$ cat config.mk
export PLATFORM = sky130hd
export DESIGN_NAME = lidar_scan_frame_parser_flat
export DESIGN_NICKNAME = d
export VERILOG_FILES = /design/src/lsfp_pkg.sv /design/src/lsfp_if.sv /design/src/lsfp_queue.sv /design/src/lsfp_front.sv /design/src/lsfp_back.sv /design/src/lidar_scan_frame_parser.sv /design/src/flat_wrapper.sv
export SDC_FILE = /design/constraint.sdc
export NUM_CORES = 1
export LEC_CHECK = 0
export ABC_AREA = 1
export BUFFER_PORTS_ARGS = -buffer_cell sky130_fd_sc_hd__clkbuf_2
export CELL_PAD_IN_SITES_DETAIL_PLACEMENT = 1
export CELL_PAD_IN_SITES_GLOBAL_PLACEMENT = 1
export CORE_ASPECT_RATIO = 0.6
export CORE_UTILIZATION = 50
export CTS_BUF_LIST = sky130_fd_sc_hd__clkbuf_4
export CTS_CLUSTER_DIAMETER = 60
export CTS_CLUSTER_SIZE = 25
export DETAILED_ROUTE_END_ITERATION = 10
export PLACE_DENSITY_LB_ADDON = 0.1
export SETUP_SLACK_MARGIN = 0.2
export SLEW_MARGIN = 5
export SYNTH_ARGS = -nofsm -noshare
export SYNTH_HDL_FRONTEND = slang
export SYNTH_SLANG_ARGS = --single-unit
$ cat constraint.sdc
create_clock -name clk_i -period 6.95 [get_ports clk_i]
set_input_delay 0.3475 -clock clk_i [delete_from_list [all_inputs] [get_ports clk_i]]
set_output_delay 0.3475 -clock clk_i [all_outputs]
set_load 0.02 [all_outputs]
$ cat src/lsfp_pkg.sv
// Package of constants, command and result types for the lidar scan frame parser.
package lsfp_pkg;

  localparam int ANGLE_BINS        = 360;
  localparam int POINTS_PER_SECTOR = 22;

  localparam int GRP_W  = $clog2(POINTS_PER_SECTOR + 1);
  localparam int IDX_W  = $clog2(30 * POINTS_PER_SECTOR);
  localparam int BINS_W = $clog2(ANGLE_BINS + 1);
  localparam int CMP_W  = (IDX_W > BINS_W) ? IDX_W : BINS_W;

  // The start angle divided by 2250 is at most 29, taken as a reciprocal product.
  localparam int          QUO_W        = 5;
  localparam int          RECIP_SHIFT  = 27;
  localparam logic [15:0] SECTOR_RECIP = 16'd59653;

  // Division of a byte by three.
  localparam logic [7:0] THIRD_RECIP = 8'd171;
  localparam int         THIRD_SHIFT = 9;
  localparam logic [7:0] LEN_BIAS    = 8'd5;

  localparam logic [7:0] SYNC_A = 8'hAA;
  localparam logic [7:0] SYNC_B = 8'h00;
  localparam logic [7:0] SYNC_C = 8'h61;
  localparam logic [7:0] SYNC_D = 8'hAD;

  localparam logic [15:0] RANGE_FLOOR = 16'd2;
  localparam logic [15:0] NEAR_RANGE  = 16'd250;

  localparam int QUEUE_DEPTH = 4;
  localparam int QPTR_W      = $clog2(QUEUE_DEPTH);

  localparam logic KIND_POINT = 1'b0;
  localparam logic KIND_FRAME = 1'b1;

  typedef enum logic [3:0] {
    OP_VERSION,
    OP_COUNT,
    OP_SPEED,
    OP_OFS_HI,
    OP_OFS_LO,
    OP_START_HI,
    OP_START_LO,
    OP_SIGNAL,
    OP_RANGE_HI,
    OP_RANGE_LO,
    OP_FRAME
  } op_e;

  typedef struct packed {
    op_e              op;
    logic [7:0]       data;
    logic [GRP_W-1:0] group;
  } cmd_t;

  typedef struct packed {
    logic        kind;
    logic [8:0]  angle_index;
    logic [7:0]  signal_level;
    logic [15:0] range_value;
    logic [7:0]  proto_version;
    logic [7:0]  rotation_speed;
    logic [6:0]  point_count;
    logic [15:0] offset_angle;
    logic [15:0] first_angle;
    logic [15:0] frames_seen;
  } res_t;

endpackage

$ cat src/lsfp_if.sv
// Handshake interfaces for the byte input and the result output channels.
interface lsfp_in_if;
  logic       valid;
  logic       ready;
  logic [7:0] rx_byte;

  modport source (output valid, output rx_byte, input ready);
  modport sink (input valid, input rx_byte, output ready);
endinterface

interface lsfp_out_if;
  logic        valid;
  logic        ready;
  logic        kind;
  logic [8:0]  angle_index;
  logic [7:0]  signal_level;
  logic [15:0] range_value;
  logic [7:0]  proto_version;
  logic [7:0]  rotation_speed;
  logic [6:0]  point_count;
  logic [15:0] offset_angle;
  logic [15:0] first_angle;
  logic [15:0] frames_seen;

  modport source (
    output valid, input ready, output kind, output angle_index, output signal_level,
    output range_value, output proto_version, output rotation_speed, output point_count,
    output offset_angle, output first_angle, output frames_seen
  );
  modport sink (
    input valid, output ready, input kind, input angle_index, input signal_level,
    input range_value, input proto_version, input rotation_speed, input point_count,
    input offset_angle, input first_angle, input frames_seen
  );
endinterface

$ cat src/lsfp_queue.sv
// Short command queue between the frame tracker and the executing back end.
module lsfp_queue (
  input  logic          clk_i,
  input  logic          rst_ni,
  input  logic          push_i,
  input  lsfp_pkg::cmd_t push_cmd_i,
  output logic          full_o,
  input  logic          pop_i,
  output logic          valid_o,
  output lsfp_pkg::cmd_t cmd_o
);
  import lsfp_pkg::*;

  cmd_t              mem_q [QUEUE_DEPTH];
  logic [QPTR_W-1:0] wr_ptr_q, wr_ptr_d;
  logic [QPTR_W-1:0] rd_ptr_q, rd_ptr_d;
  logic [QPTR_W:0]   cnt_q, cnt_d;
  logic              do_push, do_pop;

  assign full_o  = (cnt_q == (QPTR_W + 1)'(QUEUE_DEPTH));
  assign valid_o = (cnt_q != '0);
  assign cmd_o   = mem_q[rd_ptr_q];
  assign do_push = push_i && !full_o;
  assign do_pop  = pop_i && valid_o;

  always_comb begin
    wr_ptr_d = do_push ? wr_ptr_q + 1'b1 : wr_ptr_q;
    rd_ptr_d = do_pop ? rd_ptr_q + 1'b1 : rd_ptr_q;
    cnt_d    = cnt_q;
    if (do_push && !do_pop) begin
      cnt_d = cnt_q + 1'b1;
    end else if (do_pop && !do_push) begin
      cnt_d = cnt_q - 1'b1;
    end
  end

  always_ff @(posedge clk_i or negedge rst_ni) begin
    if (!rst_ni) begin
      wr_ptr_q <= '0;
      rd_ptr_q <= '0;
      cnt_q    <= '0;
    end else begin
      wr_ptr_q <= wr_ptr_d;
      rd_ptr_q <= rd_ptr_d;
      cnt_q    <= cnt_d;
    end
  end

  always_ff @(posedge clk_i) begin
    if (do_push) begin
      mem_q[wr_ptr_q] <= push_cmd_i;
    end
  end

endmodule

$ cat src/lsfp_front.sv
// Frame tracker: follows the byte position and turns useful words into commands.
module lsfp_front (
  input  logic           clk_i,
  input  logic           rst_ni,
  input  logic           in_valid_i,
  input  logic [7:0]     in_byte_i,
  output logic           in_ready_o,
  input  logic           q_full_i,
  output logic           push_o,
  output lsfp_pkg::cmd_t cmd_o
);
  import lsfp_pkg::*;

  localparam logic [3:0] ST_SYNC_A   = 4'd0;
  localparam logic [3:0] ST_SYNC_B   = 4'd1;
  localparam logic [3:0] ST_SKIP_A   = 4'd2;
  localparam logic [3:0] ST_VERSION  = 4'd3;
  localparam logic [3:0] ST_SYNC_C   = 4'd4;
  localparam logic [3:0] ST_SYNC_D   = 4'd5;
  localparam logic [3:0] ST_SKIP_B   = 4'd6;
  localparam logic [3:0] ST_LENGTH   = 4'd7;
  localparam logic [3:0] ST_SPEED    = 4'd8;
  localparam logic [3:0] ST_OFS_HI   = 4'd9;
  localparam logic [3:0] ST_OFS_LO   = 4'd10;
  localparam logic [3:0] ST_START_HI = 4'd11;
  localparam logic [3:0] ST_START_LO = 4'd12;
  localparam logic [3:0] ST_POINTS   = 4'd13;
  localparam logic [3:0] ST_CLOSE    = 4'd14;

  localparam logic [2:0] PH_SIGNAL   = 3'd0;
  localparam logic [2:0] PH_RANGE_HI = 3'd1;
  localparam logic [2:0] PH_RANGE_LO = 3'd2;
  localparam logic [2:0] PH_LAST     = 3'd5;

  logic [3:0]       state_q, state_d;
  logic [2:0]       phase_q, phase_d;
  logic [GRP_W-1:0] group_q, group_d;
  logic             accept;

  assign in_ready_o = !q_full_i;
  assign accept     = in_valid_i && !q_full_i;

  always_comb begin
    state_d     = state_q;
    phase_d     = phase_q;
    group_d     = group_q;
    push_o      = 1'b0;
    cmd_o.op    = OP_FRAME;
    cmd_o.data  = in_byte_i;
    cmd_o.group = group_q;
    if (accept) begin
      unique case (state_q)
        ST_SYNC_A: state_d = (in_byte_i == SYNC_A) ? ST_SYNC_B : ST_SYNC_A;
        ST_SYNC_B: state_d = (in_byte_i == SYNC_B) ? ST_SKIP_A : ST_SYNC_A;
        ST_SKIP_A: state_d = ST_VERSION;
        ST_VERSION: begin
          push_o   = 1'b1;
          cmd_o.op = OP_VERSION;
          state_d  = ST_SYNC_C;
        end
        ST_SYNC_C: state_d = (in_byte_i == SYNC_C) ? ST_SYNC_D : ST_SYNC_A;
        ST_SYNC_D: state_d = (in_byte_i == SYNC_D) ? ST_SKIP_B : ST_SYNC_A;
        ST_SKIP_B: state_d = ST_LENGTH;
        ST_LENGTH: begin
          push_o   = 1'b1;
          cmd_o.op = OP_COUNT;
          state_d  = ST_SPEED;
        end
        ST_SPEED: begin
          push_o   = 1'b1;
          cmd_o.op = OP_SPEED;
          state_d  = ST_OFS_HI;
        end
        ST_OFS_HI: begin
          push_o   = 1'b1;
          cmd_o.op = OP_OFS_HI;
          state_d  = ST_OFS_LO;
        end
        ST_OFS_LO: begin
          push_o   = 1'b1;
          cmd_o.op = OP_OFS_LO;
          state_d  = ST_START_HI;
        end
        ST_START_HI: begin
          push_o   = 1'b1;
          cmd_o.op = OP_START_HI;
          state_d  = ST_START_LO;
        end
        ST_START_LO: begin
          push_o   = 1'b1;
          cmd_o.op = OP_START_LO;
          state_d  = ST_POINTS;
          phase_d  = PH_SIGNAL;
          group_d  = '0;
        end
        ST_POINTS: begin
          unique case (phase_q)
            PH_SIGNAL: begin
              push_o   = 1'b1;
              cmd_o.op = OP_SIGNAL;
              phase_d  = PH_RANGE_HI;
              // The signal word after the last group is followed by the closing word.
              if (group_q == GRP_W'(POINTS_PER_SECTOR)) begin
                state_d = ST_CLOSE;
              end
            end
            PH_RANGE_HI: begin
              push_o   = 1'b1;
              cmd_o.op = OP_RANGE_HI;
              phase_d  = PH_RANGE_LO;
            end
            PH_RANGE_LO: begin
              push_o   = 1'b1;
              cmd_o.op = OP_RANGE_LO;
              phase_d  = phase_q + 1'b1;
            end
            PH_LAST: begin
              phase_d = PH_SIGNAL;
              group_d = group_q + 1'b1;
            end
            default: phase_d = phase_q + 1'b1;
          endcase
        end
        ST_CLOSE: begin
          push_o   = 1'b1;
          cmd_o.op = OP_FRAME;
          state_d  = ST_SYNC_A;
        end
        default: state_d = ST_SYNC_A;
      endcase
    end
  end

  always_ff @(posedge clk_i or negedge rst_ni) begin
    if (!rst_ni) begin
      state_q <= ST_SYNC_A;
      phase_q <= PH_SIGNAL;
      group_q <= '0;
    end else begin
      state_q <= state_d;
      phase_q <= phase_d;
      group_q <= group_d;
    end
  end

endmodule

$ cat src/lsfp_back.sv
// Back end: holds the header fields, assembles points and registers the results.
module lsfp_back (
  input  logic           clk_i,
  input  logic           rst_ni,
  input  logic           cmd_valid_i,
  input  lsfp_pkg::cmd_t cmd_i,
  output logic           cmd_pop_o,
  output logic           out_valid_o,
  input  logic           out_ready_i,
  output lsfp_pkg::res_t res_o
);
  import lsfp_pkg::*;

  logic [7:0]       version_q, version_d;
  logic [6:0]       count_q, count_d;
  logic [7:0]       speed_q, speed_d;
  logic [15:0]      ofs_q, ofs_d;
  logic [15:0]      start_q, start_d;
  logic [7:0]       range_hi_q, range_hi_d;
  logic [7:0]       signal_q, signal_d;
  logic [15:0]      frames_q, frames_d;
  logic [31:0]      prod_q;
  logic [IDX_W-1:0] base_q;
  logic             out_valid_q, out_valid_d;
  res_t             res_q, res_d;

  logic             take;
  logic [CMP_W-1:0] idx;
  logic             in_range;
  logic [7:0]       len_diff;
  logic [15:0]      len_third;
  logic [15:0]      range_raw;
  logic [15:0]      range_fix;
  logic [15:0]      frames_inc;

  assign take        = cmd_valid_i && (!out_valid_q || out_ready_i);
  assign cmd_pop_o   = take;
  assign out_valid_o = out_valid_q;
  assign res_o       = res_q;

  assign idx        = CMP_W'(base_q) + CMP_W'(cmd_i.group);
  assign in_range   = (idx < CMP_W'(ANGLE_BINS));
  assign len_diff   = cmd_i.data - LEN_BIAS;
  assign len_third  = 16'(len_diff) * 16'(THIRD_RECIP);
  assign range_raw  = {range_hi_q, cmd_i.data};
  assign range_fix  = (range_raw > RANGE_FLOOR) ? range_raw : NEAR_RANGE;
  assign frames_inc = frames_q + 16'd1;

  always_comb begin
    version_d   = version_q;
    count_d     = count_q;
    speed_d     = speed_q;
    ofs_d       = ofs_q;
    start_d     = start_q;
    range_hi_d  = range_hi_q;
    signal_d    = signal_q;
    frames_d    = frames_q;
    out_valid_d = out_valid_q && !out_ready_i;
    res_d       = res_q;
    if (take) begin
      unique case (cmd_i.op)
        OP_VERSION:  version_d = cmd_i.data;
        OP_COUNT: begin
          count_d = (cmd_i.data < LEN_BIAS) ? 7'd0 : len_third[THIRD_SHIFT +: 7];
        end
        OP_SPEED:    speed_d = cmd_i.data;
        OP_OFS_HI:   ofs_d = {cmd_i.data, 8'd0};
        OP_OFS_LO:   ofs_d = {ofs_q[15:8], cmd_i.data};
        OP_START_HI: start_d = {cmd_i.data, 8'd0};
        OP_START_LO: start_d = {start_q[15:8], cmd_i.data};
        OP_SIGNAL:   signal_d = cmd_i.data;
        OP_RANGE_HI: range_hi_d = cmd_i.data;
        OP_RANGE_LO: begin
          range_hi_d = range_hi_q;
          if (in_range) begin
            out_valid_d          = 1'b1;
            res_d.kind           = KIND_POINT;
            res_d.angle_index    = 9'(idx);
            res_d.signal_level   = signal_q;
            res_d.range_value    = range_fix;
            res_d.proto_version  = version_q;
            res_d.rotation_speed = speed_q;
            res_d.point_count    = count_q;
            res_d.offset_angle   = ofs_q;
            res_d.first_angle    = start_q;
            res_d.frames_seen    = frames_q;
          end
        end
        OP_FRAME: begin
          frames_d             = frames_inc;
          out_valid_d          = 1'b1;
          res_d.kind           = KIND_FRAME;
          res_d.angle_index    = '0;
          res_d.signal_level   = '0;
          res_d.range_value    = '0;
          res_d.proto_version  = version_q;
          res_d.rotation_speed = speed_q;
          res_d.point_count    = count_q;
          res_d.offset_angle   = ofs_q;
          res_d.first_angle    = start_q;
          res_d.frames_seen    = frames_inc;
        end
        default: ;
      endcase
    end
  end

  // The sector base is formed from the start angle through prod_q and then base_q, and it
  // settles before the first point of a frame can arrive, as its signal and high distance
  // commands lie in between.
  always_ff @(posedge clk_i or negedge rst_ni) begin
    if (!rst_ni) begin
      version_q   <= '0;
      count_q     <= '0;
      speed_q     <= '0;
      ofs_q       <= '0;
      start_q     <= '0;
      range_hi_q  <= '0;
      signal_q    <= '0;
      frames_q    <= '0;
      prod_q      <= '0;
      base_q      <= '0;
      out_valid_q <= 1'b0;
    end else begin
      version_q   <= version_d;
      count_q     <= count_d;
      speed_q     <= speed_d;
      ofs_q       <= ofs_d;
      start_q     <= start_d;
      range_hi_q  <= range_hi_d;
      signal_q    <= signal_d;
      frames_q    <= frames_d;
      prod_q      <= 32'(start_q) * 32'(SECTOR_RECIP);
      base_q      <= IDX_W'(prod_q[RECIP_SHIFT +: QUO_W] * POINTS_PER_SECTOR);
      out_valid_q <= out_valid_d;
    end
  end

  always_ff @(posedge clk_i) begin
    res_q <= res_d;
  end

endmodule

$ cat src/lidar_scan_frame_parser.sv
// Top level of the lidar scan frame parser: frame tracker, command queue and back end.
//
//   Channel  Direction  Word
//   rx_i     in         one byte of the sensor's serial stream
//   res_o    out        one scan point or one frame-completed record
//
// A byte taken is written into the command queue, then executed from there by the back end
// into the result register, from which its result, if any, drives res_o. One byte can be
// taken in every cycle while the queue is not full. The four-entry command queue lets
// the tracker keep taking bytes while a result waits; rx_i.ready falls only when the queue is full.
// Reset clears the tracker to hunting for the header and all header fields to zero.
module lidar_scan_frame_parser (
  input logic       clk_i,
  input logic       rst_ni,
  lsfp_in_if.sink   rx_i,
  lsfp_out_if.source res_o
);
  import lsfp_pkg::*;

  logic rx_ready;
  logic push;
  cmd_t push_cmd;
  logic q_full;
  logic q_valid;
  cmd_t q_cmd;
  logic q_pop;
  logic out_valid;
  res_t res;

  assign rx_i.ready = rx_ready;

  lsfp_front u_front (
    .clk_i      (clk_i),
    .rst_ni     (rst_ni),
    .in_valid_i (rx_i.valid),
    .in_byte_i  (rx_i.rx_byte),
    .in_ready_o (rx_ready),
    .q_full_i   (q_full),
    .push_o     (push),
    .cmd_o      (push_cmd)
  );

  lsfp_queue u_queue (
    .clk_i      (clk_i),
    .rst_ni     (rst_ni),
    .push_i     (push),
    .push_cmd_i (push_cmd),
    .full_o     (q_full),
    .pop_i      (q_pop),
    .valid_o    (q_valid),
    .cmd_o      (q_cmd)
  );

  lsfp_back u_back (
    .clk_i       (clk_i),
    .rst_ni      (rst_ni),
    .cmd_valid_i (q_valid),
    .cmd_i       (q_cmd),
    .cmd_pop_o   (q_pop),
    .out_valid_o (out_valid),
    .out_ready_i (res_o.ready),
    .res_o       (res)
  );

  assign res_o.valid          = out_valid;
  assign res_o.kind           = res.kind;
  assign res_o.angle_index    = res.angle_index;
  assign res_o.signal_level   = res.signal_level;
  assign res_o.range_value    = res.range_value;
  assign res_o.proto_version  = res.proto_version;
  assign res_o.rotation_speed = res.rotation_speed;
  assign res_o.point_count    = res.point_count;
  assign res_o.offset_angle   = res.offset_angle;
  assign res_o.first_angle    = res.first_angle;
  assign res_o.frames_seen    = res.frames_seen;

endmodule

$ cat src/flat_wrapper.sv
// flat-port wrapper written by rule: the top's interface ports become plain ports
module lidar_scan_frame_parser_flat import lsfp_pkg::*;
  (clk_i, rst_ni, rx_i_valid, rx_i_rx_byte, rx_i_ready, res_o_valid, res_o_ready, res_o_kind, res_o_angle_index, res_o_signal_level, res_o_range_value, res_o_proto_version, res_o_rotation_speed, res_o_point_count, res_o_offset_angle, res_o_first_angle, res_o_frames_seen);
  lsfp_in_if rx_i_i ();
  lsfp_out_if res_o_i ();
  input logic clk_i;
  input logic rst_ni;
  input wire logic [$bits(rx_i_i.valid)-1:0] rx_i_valid;
  input wire logic [$bits(rx_i_i.rx_byte)-1:0] rx_i_rx_byte;
  output wire logic [$bits(rx_i_i.ready)-1:0] rx_i_ready;
  output wire logic [$bits(res_o_i.valid)-1:0] res_o_valid;
  input wire logic [$bits(res_o_i.ready)-1:0] res_o_ready;
  output wire logic [$bits(res_o_i.kind)-1:0] res_o_kind;
  output wire logic [$bits(res_o_i.angle_index)-1:0] res_o_angle_index;
  output wire logic [$bits(res_o_i.signal_level)-1:0] res_o_signal_level;
  output wire logic [$bits(res_o_i.range_value)-1:0] res_o_range_value;
  output wire logic [$bits(res_o_i.proto_version)-1:0] res_o_proto_version;
  output wire logic [$bits(res_o_i.rotation_speed)-1:0] res_o_rotation_speed;
  output wire logic [$bits(res_o_i.point_count)-1:0] res_o_point_count;
  output wire logic [$bits(res_o_i.offset_angle)-1:0] res_o_offset_angle;
  output wire logic [$bits(res_o_i.first_angle)-1:0] res_o_first_angle;
  output wire logic [$bits(res_o_i.frames_seen)-1:0] res_o_frames_seen;
  assign rx_i_i.valid = rx_i_valid;
  assign rx_i_i.rx_byte = rx_i_rx_byte;
  assign rx_i_ready = rx_i_i.ready;
  assign res_o_valid = res_o_i.valid;
  assign res_o_i.ready = res_o_ready;
  assign res_o_kind = res_o_i.kind;
  assign res_o_angle_index = res_o_i.angle_index;
  assign res_o_signal_level = res_o_i.signal_level;
  assign res_o_range_value = res_o_i.range_value;
  assign res_o_proto_version = res_o_i.proto_version;
  assign res_o_rotation_speed = res_o_i.rotation_speed;
  assign res_o_point_count = res_o_i.point_count;
  assign res_o_offset_angle = res_o_i.offset_angle;
  assign res_o_first_angle = res_o_i.first_angle;
  assign res_o_frames_seen = res_o_i.frames_seen;
  lidar_scan_frame_parser u_core (.clk_i(clk_i), .rst_ni(rst_ni), .rx_i(rx_i_i), .res_o(res_o_i));
endmodule
# == Word-level counts from Yosys, hierarchy flattened ==
# Memory sizes are Yosys's and may differ from the RTL's.
# Index checks and enable logic that the tools add are counted.
# totals
register_bits,253
mem_bits_rw,68
out_inout_bits,107
memories,1
# memory_table
memory,depth,width,rd,rd_clocked_by_memory_dff,write_ports,line,rtl
u_core.u_queue.mem_q,4,17,1,0,1,lsfp_queue.sv:14,cmd_t mem_q [QUEUE_DEPTH];
# op_classes
addsub,9
multipliers,3
magnitude_cmp,3
n_eq_ne,36
muxes,30
n_bitwise,2
reduce_logical,39
# op_table
cell,count
105-bit one-hot mux with 2 select lines,1
105-bit 2-to-1 mux,1
16-bit one-hot mux with 2 select lines,2
4-bit one-hot mux with 14 select lines,1
4-bit == test (second input constant),10
4-bit by 3-bit == test with 1-bit output (second input constant),8
16-bit by 16-bit multiplier with 32-bit output (second input constant),1
4-bit one-hot mux with 8 select lines,1
2-bit AND reduction,9
16-bit by 1-bit adder with 16-bit output (second input constant),1
4-bit by 2-bit == test with 1-bit output (second input constant),4
8-bit == test (second input constant),2
16-bit by 2-bit > comparator with 1-bit output (second input constant),1
8-bit by 8-bit multiplier with 16-bit output (second input constant),1
16-bit 2-to-1 mux,1
3-bit AND reduction,5
3-bit 2-to-1 mux,4
4-bit 2-to-1 mux,3
4-bit one-hot mux with 3 select lines,1
10-bit by 5-bit adder with 10-bit output,1
10-bit by 9-bit less-than comparator with 1-bit output (second input constant),1
5-bit one-hot mux with 2 select lines,1
2-bit nonzero test,5
5-bit by 4-bit multiplier with 9-bit output (second input constant),1
other kinds (30),56

# == Depth between registers and ports, before layout ==
# Gate-level depths: netlist (run 1).
# logic_depth
word_depth,10
mapped_depth,29
mapped_depth_nobuf,26

# == Modules after synthesis ==
# From an unflattened synthesis (run 1), not the netlist that was laid out.
# unflattened
hier_cells,1780
area_unflattened_um2,17648.2
# by_module_without_submodules
mod,instances,cells_each,area_per_inst_um2,seq_area_each_um2
lsfp_back,1,1330,13250.2,5705.5
lsfp_queue,1,258,3185.6,2217.1
lsfp_front,1,192,1212.4,300.3

# == Worst setup path after synthesis (run 1) ==
# No wires, ideal clock.
# synth_path
kind,register to register
from,reg u_core.u_queue.rd_ptr_q[0]
to,"reg u_core.u_back.res_q, in the netlist u_core.u_back.res_o[0] (enable)"
setup_ns,0.459
t_arrival_ns,4.666
required_time_ns,6.491
setup_slack_ns,1.825
stages_incl_launch_ff,21
n_path_buf,4
period_less_slack_ns,5.125
cell_sequence,dfrtp_1 buf_6 inv_4 buf_6 buf_6 clkbuf_1 nor2_1 o22ai_1 ha_1 inv_1 fa_1 nand3b_1 nand2_1 nand2_1 nor2_1 nand2_1 nand2_1 o21ai_0 nand2_1 nand2_1 inv_1
# synth_via
elab_chain_len,5
# synth_lines
item,line,rtl
start: declaration,lsfp_queue.sv:16,"logic [QPTR_W-1:0] rd_ptr_q, rd_ptr_d;"
start signal: assignment,lsfp_queue.sv:44,rd_ptr_q <= rd_ptr_d;
memory 4 x 17 bit (*),n/a,
10-bit by 5-bit adder with 10-bit output,lsfp_back.sv:41,assign idx = CMP_W'(base_q) + CMP_W'(cmd_i.group);
10-bit by 9-bit less-than comparator with 1-bit output,lsfp_back.sv:42,assign in_range = (idx < CMP_W'(ANGLE_BINS));
2-bit inequality test (no line),n/a,
3-bit AND reduction (no line) (*),n/a,
end signal: assignment,lsfp_back.sv:140,res_q <= res_d;
end: declaration,lsfp_back.sv:25,"res_t res_q, res_d;"
# Mark *: on every way between the ends. The rest lies on a longest branch, timed or not.
# A chain may end at the register's enable or synchronous reset.

# == Worst setup path after layout (run 1) ==
# layout_path
from,reg u_core.u_queue.rd_ptr_q[0]
to,reg u_core.u_back.count_q[5]
# layout_via
elab_chain_len,4
# layout_lines
item,line,rtl
memory 4 x 17 bit (*),n/a,
8-bit by 3-bit subtractor with 8-bit output,lsfp_back.sv:43,assign len_diff = cmd_i.data - LEN_BIAS;
8-bit by 8-bit multiplier with 16-bit output,lsfp_back.sv:44,assign len_third = 16'(len_diff) * 16'(THIRD_RECIP);
7-bit 2-to-1 mux,lsfp_back.sv:64,count_d = (cmd_i.data < LEN_BIAS) ? 7'd0 : len_third[THIRD_SHIFT +: 7];
end signal: assignment,lsfp_back.sv:126,count_q <= count_d;
end: declaration,lsfp_back.sv:15,"logic [6:0] count_q, count_d;"
# Marked as above.

==> flow_summary.json, run 1 <==
{
  "final_cells": 2338,
  "drive_above_1_share_pct": 12.4,
  "syn_nets": 1990,
  "met1_usage_pct": 38.9,
  "n_fill_cell": 3873,
  "synth_top_area_share_pct": 30.0,
  "worst_ep_arrival_time_ns": 5.81,
  "min_path_type": "input port to flip-flop",
  "syn_area_per_cell_um2": 9.97,
  "synth_area_um2": 17300,
  "synth_enable_flop_cells": 173,
  "finalCritPeriodShare_pct": 73.7,
  "synth-main-ff-cell": "edfxtp_1",
  "holdPathEnd": "u_core.u_queue.wr_ptr_q[0]",
  "synth.most_common_cell": "nand2_1",
  "hpwlAfterDp_um": 34800,
  "worstSkewPairLatency_ns": 0.77,
  "cp-end-kind": "flip-flop",
  "ios": 119,
  "die_w_um": 242,
  "core-area_um2": 33900,
  "yosysTopAreaCell": "edfxtp_1",
  "r2r_end": "u_core.u_back.count_q[5]",
  "clockBufferDepth": 3,
  "areaGrowthSynthToFinish_pct": 8.56,
  "startpoint": "u_core.u_queue.rd_ptr_q[0]",
  "numCtsBuffers": 18,
  "setup_viol": 0,
  "rr_worst_depth": 25,
  "slew_violations": 0,
  "synth_common_cells": "373 x nand2_1, 251 x inv_1, 175 x ha_1",
  "ys_ff_latch": 294,
  "worst-path-max-fanout": 35,
  "cp-start-kind": "flip-flop",
  "ff_latch_area_um2": 8220,
  "worstSetupPathType": "flip-flop to flip-flop",
  "synthCells": 1737,
  "status": "finished clean",
  "grt_pass1_wl_um": 73500,
  "timing.hold.ws_ns": 0.207,
  "yosysWarningCount": 0,
  "clock-sinks": 294,
  "crit_top_cell": "nand2_1",
  "drt-total-wl_um": 45400,
  "grt_max_degree": 63,
  "fp.dieH_um": 146,
  "grt_pass1_vias": 13400,
  "hold_depth": 4,
  "finalHoldViolCount": 0,
  "antenna_found_initial": 2,
  "rows": 52,
  "r2r_slack_ns": 1.83,
  "nets": 2120,
  "cts_max_level": 1,
  "drt_iter0_drc": 738,
  "multi_input_comb_area_um2": 7870,
  "r2r-start": "u_core.u_queue.rd_ptr_q[0]",
  "remaining_drc_errors": 0,
  "port_buffers": 118,
  "use_met2_pct": 42.7,
  "overflow": 0,
  "vias_per_cell": 5.41,
  "crit_cells": 25,
  "cts_root_buffer": "clkbuf_4",
  "ys_types": 48,
  "drtAntennaViolNets": 0,
  "hold_start": "rx_i_valid",
  "fin_setup_tns_ns": 0,
  "cp_slowest_cell": "dfrtp_1",
  "slew_headroom_pct": 40.9,
  "dr_total_vias": 12600,
  "fmax_ghz": 0.195,
  "fin_crit_ns": 5.12,
  "dr.pass1.iters": 4,
  "yosys-top-cells-area": "edfxtp_1 30%, dfrtp_1 17%, ha_1 13%, nand2_1 8.1%, fa_1 7.6%",
  "cts_setup_buffers": 0,
  "gp_congestion": 0.872,
  "slowest_delay_ns": 0.72,
  "drv_cap": 0,
  "dp.cells": 2294,
  "postSynth.asyncResetShare_pct": 41.2,
  "worst_pin_slew_ns": 0.884,
  "busiest_layer": "met2",
  "path_delay_family": "simple AND/OR/NAND/NOR gates",
  "clk_pin_slew_worst_paths_ns": 0.23,
  "finClkSkew_ns": 0.0614,
  "cp.buffers_inverters": 5,
  "cts_resized": 0,
  "met3_usage_pct": 4.34,
  "wl_per_cell_um": 19.4,
  "grt.total_usage_pct": 26.5,
  "cts_tree": "done",
  "initial_core_util_pct": 51.1,
  "grt_setup_unrepaired": "false",
  "dieArea_um2": 35400,
  "required_ns": 7.64,
  "ys_seq_area_share_pct": 47.5
}
per-layer routing:
metal / vias to the layer above / wire length (um)
met1: 6430 / 22000
li1: 5975 / -
met3: 34 / 2020
met2: 204 / 20900
met5: - / 27
met4: 4 / 476
worst max path at each step:
stage                                          end  slack [ns]
final                     u_core.u_back.count_q[5]        1.83
after global placement    u_core.u_back.count_q[0]        2.06
after CTS                 u_core.u_back.count_q[5]        1.86
after floorplan             u_core.u_back.res_o[0]        1.83
after global routing      u_core.u_back.count_q[0]        1.49
after detailed placement  u_core.u_back.count_q[5]        1.84
registers in the layout, summed over array words and instances, names as in the netlist, 4 cells and up:
| register | cells |
|---|---|
| u_core.u_back.prod_q | 5 |
| u_core.u_back.frames_q | 16 |
| u_core.u_front.state_q | 4 |
| u_core.u_back.speed_q | 8 |
| u_core.u_back.res_o | 105 |
| u_core.u_back.range_hi_q | 8 |
| u_core.u_back.start_q | 16 |
| u_core.u_back.count_q | 7 |
| u_core.u_back.base_q | 9 |
| u_core.u_front.group_q | 5 |
| u_core.u_back.version_q | 8 |
| u_core.u_back.ofs_q | 16 |
| u_core.u_back.signal_q | 8 |
| u_core.u_queue.mem_q | 68 |
cell families after synthesis:
family,share of synthesized area (%)
AND/OR/NAND/NOR,16.1
buffers and inverters,7.11
multiplexers,0.0650
adder cells (fa/ha/maj),20.3
flip-flops,47.5
AO/OA/AOI/OAI,7.25
XOR/XNOR,1.67
layout make-up:
cell class                 count  share of cell area, %
sequential                   294                   43.7
multi-input combinational   1144                   41.8
inverter                     262                   5.27
timing repair buffer         147                   4.54
tap                          459                   3.05
clock buffer                  20                  0.799
clock inverter                11                  0.745
antenna                        1                 0.0133
placed cells by master (no fill, tap or decap), drive strengths merged, types with 2 or more instances in the layout:
master | netlist | layout
inv | 262 | 267
nor3b | 2 | 2
xnor2 | 7 | 7
a31oi | 5 | 5
edfxtp | 173 | 173
and3 | 2 | 2
nand3 | 90 | 90
o21a | 3 | 3
o21ai | 111 | 111
o31ai | 9 | 9
o22ai | 4 | 4
fa | 66 | 66
a21oi | 66 | 66
xor2 | 26 | 26
clkinv | 0 | 2
clkinvlp | 0 | 2
clkbuf | 5 | 137
o211ai | 4 | 4
dfrtp | 121 | 121
nand4 | 13 | 13
buf | 32 | 18
nor3 | 20 | 20
nand3b | 5 | 5
dlygate4sd3 | 0 | 12
bufinv | 0 | 2
ha | 175 | 175
a21o | 5 | 5
nand2 | 388 | 388
o21bai | 3 | 3
nor2 | 132 | 132
timing repair:
item / in CTS / in global routing
hold endpoints to repair: 60 / 0
setup endpoints to repair: 0 / 0
hold buffers: 12 / 0
metrics by stage:
stage / area, um2 / setup slack, ns / util, %
after global routing: 18800 / 1.49 / 55.5
after detailed placement: 18400 / 1.84 / 54.2
final: 18800 / 1.83 / 55.5
after CTS: 18800 / 1.86 / 55.5
after global placement: 18400 / 2.06 / 54.2
after floorplan: 17300 / 1.83 / -
worst register-to-register path, cell delays in order, from the launching register on:
cell and delay, ns:
dfrtp_1 0.72, inv_4 0.28, nand2_1 0.14, nand3_1 0.11, nand2_1 0.40, inv_1 0.15, nand3_1 0.16, nand2_2 0.12
nand2_2 0.10, inv_2 0.05, nor2_2 0.16, fa_1 0.44, inv_1 0.09, fa_1 0.45, fa_1 0.57, inv_1 0.05
ha_1 0.32, nand2_1 0.10, nor2_1 0.12, nand2_1 0.08, nand2_1 0.11, nand2_1 0.08, nand2_1 0.08, nand2_1 0.06
nand3_1 0.11, nand2_1 0.05
Power of run 1 is not shown: default switching activity piles up to over one toggle a cycle in this logic, so the estimate is an artifact.
==> inputs of run 2 (changes only) <==
- ABC_AREA: 1 -> 0
- clock period: 6.95 -> 5.1 ns (I/O delays scaled with it)
==> run 2 against run 1 <==
The run now ends with design-rule violations left. Count of clock-buffer cells in the layout unchanged. Non-clock buffer count is 68 higher. First-iteration DRC count is 2.2% higher. Critical path depth is 5 lower. Flip-flop and latch count did not move. Die area is 6.8% lower. Largest cell class unchanged. Highest routed layer is now met4.
==> flow_summary.json, run 2 <==
{
  "status": "finished with violations",
  "violations": "design-rule violations",
  "cp-end-kind": "flip-flop",
  "synth-main-ff-cell": "edfxtp_1",
  "cts_max_level": 1,
  "synth_top_area_share_pct": 32.2,
  "fin_setup_tns_ns": 0,
  "dp.cells": 1803,
  "layout_common_cells": "173 x edfxtp_1, 155 x ha_1, 135 x inv_1",
  "cts_tree": "done",
  "fp.dieH_um": 141,
  "largest_reg_flops": 105,
  "ys_types": 67,
  "startpoint": "u_core.u_queue.rd_ptr_q[0]",
  "hpwlAfterDp_um": 31000,
  "synth.most_common_cell": "ha_1",
  "finClkSkew_ns": 0.0592,
  "synth_area_um2": 16100,
  "initial_core_util_pct": 51.3,
  "ios": 119,
  "met3_usage_pct": 3.82,
  "drive_above_1_share_pct": 24.8,
  "clk_pin_slew_worst_paths_ns": 0.24,
  "use_met2_pct": 38.9,
  "finalHoldViolCount": 0,
  "fin_crit_ns": 5.01,
  "yosysTopAreaCell": "edfxtp_1",
  "grt_pass1_vias": 11000,
  "layout_commonest_cell": "edfxtp_1",
  "n_fill_cell": 3152,
  "synth_enable_flop_cells": 173,
  "r2r-start": "u_core.u_queue.rd_ptr_q[0]",
  "port_buffers": 118,
  "synth_common_cells": "175 x ha_1, 173 x edfxtp_1, 148 x inv_1",
  "worstSkewPairLatency_ns": 0.76,
  "core-area_um2": 31500,
  "rows": 50,
  "met1_usage_pct": 39.3,
  "gp_congestion": 0.841,
  "nets": 1696,
  "worstSetupPathType": "flip-flop to flip-flop",
  "required_ns": 5.80,
  "worst_pin_slew_ns": 1.09,
  "vias_per_cell": 5.59,
  "grt_max_degree": 48,
  "worst-path-max-fanout": 4,
  "grt_pass1_wl_um": 63800,
  "dr_total_vias": 10500,
  "fmax_ghz": 0.200,
  "slew_violations": 0,
  "dr.pass1.iters": 10,
  "drt_iter0_drc": 754,
  "yosys-top-cells-area": "edfxtp_1 32%, dfrtp_1 19%, ha_1 14%, fa_1 8.2%, inv_1 3.4%",
  "dieArea_um2": 33000,
  "clockBufferDepth": 3,
  "grt_setup_unrepaired": "true",
  "finalCritPeriodShare_pct": 98.2,
  "worst_ep_arrival_time_ns": 5.71,
  "areaGrowthSynthToFinish_pct": 15.6,
  "busiest_layer": "met1",
  "wl_per_cell_um": 22.0,
  "overflow": 0,
  "setup_viol": 0,
  "cts_root_buffer": "clkbuf_4",
  "synthCells": 1239,
  "grt.total_usage_pct": 25.6,
  "remaining_drc_errors": 8,
  "syn_nets": 1492,
  "drv_cap": 0,
  "clock-sinks": 294,
  "ys_seq_area_share_pct": 51.0,
  "cp-start-kind": "flip-flop",
  "die_w_um": 234,
  "drtAntennaViolNets": 0,
  "syn_area_per_cell_um2": 13.0,
  "timing.hold.ws_ns": 0.0257,
  "yosysWarningCount": 0,
  "min_path_type": "input port to async pin",
  "antenna_found_initial": 2,
  "slew_headroom_pct": 26.9,
  "final_cells": 1872,
  "drt-total-wl_um": 41200,
  "postSynth.asyncResetShare_pct": 41.2,
  "ys_ff_latch": 294,
  "numCtsBuffers": 17
}
run 2: worst max-delay path, cell delays in order (launching register included):
cell and delay, ns:
dfrtp_2 0.48, mux4_2 0.63, o21ai_4 0.29, xnor2_4 0.18, nand2_2 0.10, inv_2 0.07, or2_1 0.13, inv_1 0.07
fa_1 0.50, inv_1 0.05, fa_1 0.45, fa_1 0.51, inv_2 0.05, ha_4 0.26, and2_1 0.14, nand4_1 0.12
o211ai_1 0.31, a21oi_2 0.12, o21bai_1 0.19, xor2_1 0.18, a22o_1 0.15
run 2: timing repair:
action	in CTS	in global routing
endpoints found under the hold margin	85	0
setup endpoints to repair	10	12
gates resized for setup	32	33
pin swaps	26	23
gates cloned	0	0
setup buffers	14	12
hold buffers	11	0
run 2: final timing paths:
kind / to / slack, ns / cells past startpoint
worst max-delay path: u_core.u_back.count_q[5] / 0.09 / 20
worst min-delay path: u_core.u_back.count_q[3] / 0.03 / 2
worst max register to register: u_core.u_back.count_q[5] / 0.09 / 20
worst min register to register: u_core.u_back.res_o[58] / 0.46 / 0
max in group asynchronous: u_core.u_back.speed_q[2] / 4.04 / 3
min in group clk_i: u_core.u_queue.mem_q[1][9] / 0.31 / 2
run 2: cell type report:
class | count | area [um2] | share of cell area, %
diodes | 2 | 5.00 | 0.0268
well taps | 416 | 520 | 2.79
inverters | 149 | 571 | 3.06
flip-flops and latches | 294 | 8220 | 44.1
clock buffers | 20 | 150 | 0.805
repair buffers | 215 | 1410 | 7.58
clock inverters | 10 | 103 | 0.550
multi-input cells | 766 | 7660 | 41.1
run 2: through the flow:
step / util, % / worst slack [ns] / instance area, um2
2_1_floorplan: - / 0.190 / 16200
4_1_cts: 58.2 / 0.149 / 18300
6_report: 59.3 / 0.0942 / 18600
5_1_grt: 59.3 / -0.0941 / 18600
3_3_place_gp: 56.2 / -0.0228 / 17700
3_5_place_dp: 56.2 / -0.266 / 17700
run 2: cells by family after synthesis:
kind of cell,after synthesis,share of synthesized area (%)
buf+inv,179,4.44
xor+xnor,71,3.95
flops,294,51.0
simple gates,245,8.01
mux,43,4.19
compound gates,166,6.68
fa+ha+maj,241,21.8
run 2: layer usage:
| layer | routed length [um] | vias to the layer above | part of all wire (%) |
|---|---|---|---|
| met3 | 1670 | 35 | 4.1 |
| li1 | - | 4748 | - |
| met4 | 597 | 0 | 1.4 |
| met5 | 0 | - | 0 |
| met1 | 20200 | 5463 | 49 |
| met2 | 18700 | 214 | 46 |
Power of run 2 is left out for the same reason.
